===== src/rtl/kstf_pkg.sv =====
// Shared constants and types for the k-smallest timing filter.
package kstf_pkg;

  localparam int DEPTH_DEFAULT = 10;
  localparam int SAMPLE_W      = 32;
  localparam int COUNT_W       = 4;
  localparam int TOL_W         = 8;
  localparam int CFG_INDEX_W   = 1;
  localparam int CFG_DATA_W    = 32;

  localparam logic [TOL_W-1:0]    TOL_RESET  = 8'd51;
  localparam logic [SAMPLE_W-1:0] CEIL_RESET = 32'd900000000;

  localparam logic [CFG_INDEX_W-1:0] CFG_TOLERANCE = 1'b0;
  localparam logic [CFG_INDEX_W-1:0] CFG_CEILING   = 1'b1;

  typedef enum logic [2:0] {
    S_IDLE,
    S_MUL_HI,
    S_MUL_LO,
    S_CHECK,
    S_WALK,
    S_DIV,
    S_FINISH
  } state_t;

endpackage


===== src/rtl/k_smallest_timing_filter_core.sv =====
// Top level of the k-smallest timing filter: sorted list, band test and running average.
// Steps per sample: accept, high and low band multiplies, band check, a walk over every list entry,
// a restoring divide (skipped when rejected or no entry counts), then finish.
// A new sample is accepted only in idle, after the previous result has been loaded for output.
// The rotating list walk and the one-bit-per-cycle divider set how soon the next sample is taken.
// Synchronous reset: list all ones, average zero and unseeded, registers to defaults.
module k_smallest_timing_filter_core #(
  parameter int DEPTH = kstf_pkg::DEPTH_DEFAULT
) (
  input  logic                             clk,
  input  logic                             rst,
  input  logic                             in_valid,
  output logic                             in_ready,
  input  logic [kstf_pkg::SAMPLE_W-1:0]    sample_time,
  output logic                             out_valid,
  input  logic                             out_ready,
  output logic                             rejected,
  output logic [kstf_pkg::SAMPLE_W-1:0]    average,
  output logic [kstf_pkg::COUNT_W-1:0]     filled_count,
  input  logic                             cfg_valid,
  output logic                             cfg_ready,
  input  logic [kstf_pkg::CFG_INDEX_W-1:0] cfg_index,
  input  logic [kstf_pkg::CFG_DATA_W-1:0]  cfg_data
);
  import kstf_pkg::*;

  localparam int IDX_W  = (DEPTH > 1) ? $clog2(DEPTH) : 1;
  localparam int CW     = $clog2(DEPTH + 1);
  localparam int SW     = SAMPLE_W + CW;
  localparam int DCW    = $clog2(SW);
  localparam int NW     = (CW > COUNT_W) ? CW : COUNT_W;
  localparam int FW     = TOL_W + 1;
  localparam int PW     = SAMPLE_W + FW;

  state_t state, state_next;

  logic [SAMPLE_W-1:0] times [DEPTH];
  logic [SAMPLE_W-1:0] avg;
  logic                seeded;
  logic [TOL_W-1:0]    tol;
  logic [SAMPLE_W-1:0] ceil_val;
  logic [SAMPLE_W-1:0] sample;
  logic                rej;
  logic                rej_hi;
  logic [PW-1:0]       prod;
  logic                inserted;
  logic [SAMPLE_W-1:0] carry;
  logic [IDX_W-1:0]    walk_cnt;
  logic [SW-1:0]       sum;
  logic [CW-1:0]       n;
  logic [CW-1:0]       rem;
  logic [DCW-1:0]      div_cnt;

  logic                accept;
  logic                load_out;
  logic                walk_last;
  logic                div_last;
  logic [FW-1:0]       factor;
  logic [PW-1:0]       prod_next;
  logic [PW-1:0]       scaled;
  logic [SAMPLE_W-1:0] head;
  logic                take_new;
  logic [SAMPLE_W-1:0] push;
  logic                counts;
  logic [SW-1:0]       sum_next;
  logic [CW-1:0]       n_next;
  logic [CW:0]         rem_sh;
  logic                rem_ge;
  logic [CW:0]         rem_sub;
  logic [CW-1:0]       rem_next;
  logic [SW-1:0]       quo_next;
  logic [NW-1:0]       n_wide;

  // shared multiplier for both band edges
  assign factor    = (state == S_MUL_HI) ? (FW'(256) + FW'(tol)) : (FW'(256) - FW'(tol));
  assign prod_next = PW'(avg) * PW'(factor);
  assign scaled    = PW'({sample, 8'b0});

  // rotating walk: insert while passing entries through the head
  assign head     = times[0];
  assign take_new = !rej && !inserted && (sample < head);
  assign push     = take_new ? sample : (inserted ? carry : head);
  assign counts   = push < ceil_val;
  assign sum_next = counts ? (sum + SW'(push)) : sum;
  assign n_next   = counts ? (n + CW'(1)) : n;

  // restoring divider step, quotient shifts into the sum register
  assign rem_sh   = {rem, sum[SW-1]};
  assign rem_ge   = rem_sh >= {1'b0, n};
  assign rem_sub  = rem_sh - {1'b0, n};
  assign rem_next = rem_ge ? rem_sub[CW-1:0] : rem_sh[CW-1:0];
  assign quo_next = {sum[SW-2:0], rem_ge};

  assign walk_last = walk_cnt == IDX_W'(DEPTH - 1);
  assign div_last  = div_cnt == DCW'(SW - 1);
  assign n_wide    = NW'(n);

  always_comb begin
    state_next = state;
    unique case (state)
      S_IDLE:   if (in_valid) state_next = S_MUL_HI;
      S_MUL_HI: state_next = S_MUL_LO;
      S_MUL_LO: state_next = S_CHECK;
      S_CHECK:  state_next = S_WALK;
      S_WALK: begin
        if (walk_last) begin
          state_next = (rej || (n_next == '0)) ? S_FINISH : S_DIV;
        end
      end
      S_DIV:    if (div_last) state_next = S_FINISH;
      S_FINISH: if (!out_valid || out_ready) state_next = S_IDLE;
      default:  state_next = S_IDLE;
    endcase
  end

  always_comb begin
    in_ready  = state == S_IDLE;
    cfg_ready = 1'b1;
    accept    = in_valid && (state == S_IDLE);
    load_out  = (state == S_FINISH) && (!out_valid || out_ready);
  end

  always_ff @(posedge clk) begin
    if (rst) begin
      state <= S_IDLE;
    end else begin
      state <= state_next;
    end
  end

  always_ff @(posedge clk) begin
    if (rst) begin
      tol      <= TOL_RESET;
      ceil_val <= CEIL_RESET;
    end else if (cfg_valid) begin
      if (cfg_index == CFG_TOLERANCE) tol <= cfg_data[TOL_W-1:0];
      if (cfg_index == CFG_CEILING) ceil_val <= cfg_data[SAMPLE_W-1:0];
    end
  end

  always_ff @(posedge clk) begin
    if (rst) begin
      for (int i = 0; i < DEPTH; i++) times[i] <= '1;
    end else if (state == S_WALK) begin
      for (int i = 0; i < DEPTH - 1; i++) times[i] <= times[i+1];
      times[DEPTH-1] <= push;
    end
  end

  always_ff @(posedge clk) begin
    if (rst) begin
      avg    <= '0;
      seeded <= 1'b0;
    end else if (accept && !seeded) begin
      avg    <= sample_time;
      seeded <= 1'b1;
    end else if ((state == S_DIV) && div_last) begin
      avg <= quo_next[SAMPLE_W-1:0];
    end
  end

  always_ff @(posedge clk) begin
    unique case (state)
      S_IDLE: begin
        sample   <= sample_time;
        inserted <= 1'b0;
        walk_cnt <= '0;
        sum      <= '0;
        n        <= '0;
      end
      S_MUL_HI: prod <= prod_next;
      S_MUL_LO: begin
        rej_hi <= scaled > prod;
        prod   <= prod_next;
      end
      S_CHECK: rej <= rej_hi || (scaled < prod);
      S_WALK: begin
        carry    <= head;
        inserted <= inserted || take_new;
        walk_cnt <= walk_cnt + IDX_W'(1);
        sum      <= sum_next;
        n        <= n_next;
        rem      <= '0;
        div_cnt  <= '0;
      end
      S_DIV: begin
        rem     <= rem_next;
        sum     <= quo_next;
        div_cnt <= div_cnt + DCW'(1);
      end
      S_FINISH: begin
      end
      default: begin
      end
    endcase
  end

  always_ff @(posedge clk) begin
    if (rst) begin
      out_valid <= 1'b0;
    end else if (load_out) begin
      out_valid <= 1'b1;
    end else if (out_ready) begin
      out_valid <= 1'b0;
    end
  end

  always_ff @(posedge clk) begin
    if (load_out) begin
      rejected     <= rej;
      average      <= avg;
      filled_count <= (n_wide > NW'(15)) ? COUNT_W'(15) : n_wide[COUNT_W-1:0];
    end
  end

endmodule


===== config.mk =====
export PLATFORM = sky130hd
export DESIGN_NAME = k_smallest_timing_filter_core
export DESIGN_NICKNAME = d
export VERILOG_FILES = /design/src/rtl/kstf_pkg.sv /design/src/rtl/k_smallest_timing_filter_core.sv
export SDC_FILE = /design/constraint.sdc
export NUM_CORES = 2
export LEC_CHECK = 0
export BUFFER_PORTS_ARGS = -buffer_cell sky130_fd_sc_hd__buf_2
export CELL_PAD_IN_SITES_DETAIL_PLACEMENT = 2
export CELL_PAD_IN_SITES_GLOBAL_PLACEMENT = 2
export CORE_UTILIZATION = 43
export DETAILED_ROUTE_END_ITERATION = 8
export PLACE_DENSITY_LB_ADDON = 0.1
export SETUP_SLACK_MARGIN = 0.4
export SYNTH_ARGS = -nofsm -noshare
export SYNTH_HDL_FRONTEND = slang
export SYNTH_SLANG_ARGS = --single-unit

===== constraint.sdc =====
create_clock -name clk -period 15 [get_ports clk]
set_input_delay 4.5 -clock clk [delete_from_list [all_inputs] [get_ports clk]]
set_output_delay 4.5 -clock clk [all_outputs]
set_load 0.05 [all_outputs]

# After elaboration in Yosys (flattened, before gate mapping)

Memory sizes are Yosys's and may differ from the RTL's.
Cells that the tools add are included.

Add/subtract/negate cells: 7
Multipliers: 1
Magnitude comparators: 6
Equality and inequality tests: 13
Muxes and demuxes: 37
Bitwise operators: 11
Reductions and logical operators: 26

Operators with widths:

| operator              | count |
|---|---|
| $mux W32              | 14 |
| $pmux W36 S3          | 1 |
| $lt A32 B32 Y1        | 2 |
| $gt A40 B41 Y1        | 1 |
| $lt A40 B41 Y1        | 1 |
| $mul A32 B9 Y41       | 1 |
| $add A36 B32 Y36      | 1 |
| $mux W36              | 1 |
| $pmux W4 S2           | 3 |
| $pmux W3 S7           | 1 |
| $mux W3               | 4 |
| $pmux W6 S2           | 1 |
| $ne A2 B2 Y1 const B  | 5 |
| $or A1 B1 Y1          | 10 |
| $add A9 B8 Y9 const A | 1 |
| $eq A3 B3 Y1 const B  | 3 |
| $mux W9               | 1 |
| $sub A9 B8 Y9 const A | 1 |
| $add A4 B1 Y4 const B | 2 |
| $mux W4               | 2 |
| $reduce_bool A2 Y1    | 4 |
| $mux W1               | 7 |
| $add A6 B1 Y6 const B | 1 |
| $eq A3 B2 Y1 const B  | 2 |
| other kinds (18)      | 31 |

Flip-flop bits (word level): 276
Bits in writable memories: 320
Output and inout port bits: 40
Word-level logic and storage cells: 122
Memories kept: 1

Memory list:

| name  | words | bits a word | read ports | clocked after memory_dff | wr ports | line                                | source |
|---|---|---|---|---|---|---|---|
| times | 10    | 32          | 10         | 0                        | 10       | k_smallest_timing_filter_core.sv:37 | `logic [SAMPLE_W-1:0] times [DEPTH];` |

# Logic depth before layout (Yosys ltp)

Depth after elaboration: 11
Depth in mapped cells: 28
Depth with buffers taken out: 25

# Worst setup path after synthesis

No wires, ideal clock.

Path type: input port to flip-flop
Start: input port rst
End: memory times[0][0], enable pin
Library setup time: 0.741 ns
Data arrival time: 12.635 ns
Setup slack: 1.625 ns
Stages: 3
Buffers on the path: 2
Cells stage by stage: clkbuf_1 > clkbuf_1 > nand2b_1

RTL lines:

| element         | line                                | source |
|---|---|---|
| start, declared | k_smallest_timing_filter_core.sv:11 | `input logic rst,` |
| end, declared   | k_smallest_timing_filter_core.sv:37 |  |

# Final worst setup path

Start: register state[0]
End: register prod[39], data pin

Word-level cells in the longest chain between the ends: 3

Ends and longest elaborated chain:

| element                | line                                 | source |
|---|---|---|
| start, declared        | k_smallest_timing_filter_core.sv:35  | `state_t state, state_next;` |
| start signal, assigned | k_smallest_timing_filter_core.sv:127 | `state <= state_next;` |
| $eq A3 B1 Y1           | k_smallest_timing_filter_core.sv:75  | `assign factor = (state == S_MUL_HI) ? (FW'(256) + FW'(tol)) : (FW'(256) - FW'(tol));` |
| $mux W9                | k_smallest_timing_filter_core.sv:75  |  |
| $mul A32 B9 Y41        | k_smallest_timing_filter_core.sv:76  | `assign prod_next = PW'(avg) * PW'(factor);` |
| net prod_next[39]      | k_smallest_timing_filter_core.sv:59  | `logic [PW-1:0] prod_next;` |
| end signal, assigned   | k_smallest_timing_filter_core.sv:171 | `S_MUL_HI: prod <= prod_next;` |
| end signal, assigned   | k_smallest_timing_filter_core.sv:174 | `prod <= prod_next;` |
| end, declared          | k_smallest_timing_filter_core.sv:45  | `logic [PW-1:0] prod;` |

The timed path passes the listed nets, and every way through them passes these cells.
A chain may end at the register's enable or synchronous reset.

==> results.ini <==
[synthesis]
ys_seq_elements=596
avgSynthCellArea_sq_um=11.3
synth.yosys.warnings=0
synthFlopType=edfxtp_1
synth.distinct_cells=64
syn_inst=3113
synthArstFlopShare_pct=0
synth_edf_count=519
syn_nets=3592
syn-cell-area_sq_um=35100
synth_seq_area_share_pct=48.8

[drt]
routed_wl_um=102000
wl_per_cell_um=23.7
dr.pass1.iters=7
dr_total_vias=23012
vias_per_cell=5.37
detail-route-antenna-nets=0
drc=8
drt_iter0_markers=1236

[global_routing]
antenna_found_initial=3
grt_max_degree=227
grt-ovfl-total=0
met2_usage_pct=42.8
busiest_layer=met2
grt_pass1_vias=26515
grt_use_total_pct=25.2
grt_pass1_wl_um=157000
grt_use_met1_pct=33.2
use_met3_pct=3.57

[final_layout]
final_cell_mix=519 x edfxtp_1, 343 x nand2b_1, 326 x nand2_1
syn_to_final_growth_pct=11.4
layout.nets=3647
final_common_cell=edfxtp_1
drive_gt1_share_pct=8.69

[floorplan]
core_sq_um=80700
die_area_sq_um=82700
ioPinCount=110
dieHeight_um=288
initial_utilization_pct=43.5
rows=104
die_w_um=288

[cts]
root_buffer=clkbuf_16
clkLatencyLatePin_ns=0.63
cts.sinks=596
cts_hold_buf=0
cts_max_path_buffers=3
post_cts_buffers=0
htreeDepth=3
cts_tree=built
cts-resized-gates=0
path_clk_slew_ns=0.06
cts_buffers=68

[setup_path]
rrSetupSlack_ns=7.12
worst-setup-path-type=reg -> reg
critical_path_required_ns=15.36
worst_ep_arrival_time_ns=8.24
crit_chain=nor2b_1 > nor2b_1 > a31oi_1 > xor2_4 > nand2_1 > fa_1 > inv_1 > fa_1 > fa_1 > inv_1 > fa_1 > inv_1 > ha_1 > and4_1 > and2_1 > nand4_1 > a21bo_2 > a21oi_1 > o21ai_0 > a31oi_1 > nand4_1 > a31oi_1 > xor2_1
path_common_cell=fa_1
cpMaxStageDelayCell=xor2_4
max_stage_delay_ns=0.83
critPathMaxFanout=32
crit_path_end_kind=flop
start_kind=flop

[placement]
place_congestion=0.845
port_buffers=108
dp_hpwl_um=75000

[sta]
hold_slack_ns=0.464
post-route-min-period_ns=7.88
finalSetupViolations=0
slew_viol_final=0
relSlewSlack_pct=20.7
setup_tns_ns=0
max_freq_mhz=127
finalClockSkew_ns=0.0257
tightestPinTransition_ns=1.19
period_share_pct=52.5
rsz0062_at_grt=false
hold_viol=0

[min_path]
min_path_type=reg -> reg

[power]
vdd_ir_drop_max_mv=0.0874
powerDensity_nw_per_um2=146
p_leak_nw=14.8
p_sw_w=0.00202
total_power_w=0.00572
pwr-share-seq_pct=37.5
p_sw_share_pct=35.3
cell_internal_pwr_w=0.00370
p_clk_share_pct=30.5
combinationalPowerShare_pct=32.0

[run]
drv_cap=0

[run_status]
violations=DRC
outcome=complete, but fails checks

-- worst max-delay path: cells and delay by family, from the launching register on --
| kind | cells | cell delay (ns) |
|---|---|---|
| adders and majority gates | 5 | 2.54 |
| and+or+nand+nor | 7 | 2.01 |
| xor gates and xnor gates | 2 | 0.94 |
| buffers and inverters | 3 | 0.15 |
| DFF | 1 | 0.59 |
| AOI/OAI and AO/OA | 6 | 1.34 |
-- synth_stat cells (18+ instances only) --
cell type	instances	area share, %
fa_1	213	12
xnor2_1	43	1.1
a21oi_1	179	2.6
nor2_1	115	1.2
nand3b_1	19	0.41
dfxtp_1	77	4.4
ha_1	196	7.0
nor3_1	26	0.37
a21o_1	50	1.1
nand2b_1	344	6.1
a22oi_1	32	0.68
mux2i_1	35	1.0
nand3_1	24	0.34
buf_1	30	0.32
nand2_1	327	3.5
inv_1	324	3.5
edfxtp_1	519	44
and2_1	87	1.6
o21ai_0	74	1.1
nor2b_1	77	1.4
o21a_1	18	0.39
nand4_1	20	0.36
clkbuf_1	117	1.3
xor2_1	36	0.90
-- power groups by stage --
stage | combinational (W) | clock [W] | sequential, W
after global routing | 0.00205 | 0.00184 | 0.00216
after detailed placement | 0.00184 | 0 | 0.00218
after floorplan | 0.00132 | 0 | 0.00210
after CTS | 0.00186 | 0.00179 | 0.00215
final | 0.00183 | 0.00175 | 0.00215
after global placement | 0.00171 | 0 | 0.00217
-- logic make-up after synthesis --
family | count (synthesis) | synth area share (%)
flops | 596 | 48.8
compound gates | 441 | 7.83
other cells | 1 | 0.0107
mux | 38 | 1.10
xor+xnor | 79 | 1.97
buf+inv | 472 | 5.06
simple gates | 1077 | 16.0
fa+ha+maj | 409 | 19.1
-- routing by layer --
| layer | routed length, um | share of wire [%] |
|---|---|---|
| met4 | 2930 | 2.9 |
| met1 | 45600 | 45 |
| met3 | 3300 | 3.2 |
| met2 | 49700 | 49 |
| met5 | 0 | 0 |
-- final cells by class --
cell class	count	area, sq um
Inverter	324	1220
Tap cell	1060	1330
Sequential cell	596	17100
Multi-Input combinational cell	2045	16300
Antenna cell	2	5.00
Timing Repair Buffer	133	753
Clock inverter	33	437
Clock buffer	90	1900
Fill cell	8054	41600
-- per-stage QoR --
stage | cells | instance area [sq um] | util, % | setup WS [ns]
floorplan | 3113 | 35100 | - | 1.62
global placement | 4158 | 36700 | 45.5 | 7.40
detailed placement | 4158 | 36700 | 45.5 | 7.08
CTS | 4281 | 39100 | 48.4 | 7.06
global route | 4281 | 39100 | 48.4 | 6.59
finish | 4283 | 39100 | 48.4 | 7.12
-- worst paths after layout --
| check | startpoint | to | depth (start not counted) |
|---|---|---|---|
| worst min-delay path | ceil_val[10] | ceil_val[10] | 2 |
| worst max-delay path | state[0] | prod[39] | 23 |
| worst max register to register | state[0] | prod[39] | 23 |
| worst min register to register | ceil_val[10] | ceil_val[10] | 2 |
-- flip-flops by register name (all words and copies together) (netlist names) --
signal / flops
average: 32
avg: 32
carry: 32
ceil_val: 32
div_cnt: 6
filled_count: 4
inserted: 1
n: 4
out_valid: 1
prod: 41
rej: 1
rej_hi: 1
rejected: 1
rem: 4
sample: 32
seeded: 1
state: 3
sum: 36
times: 320
tol: 8
walk_cnt: 4
Power figures use the tool's default switching activity.
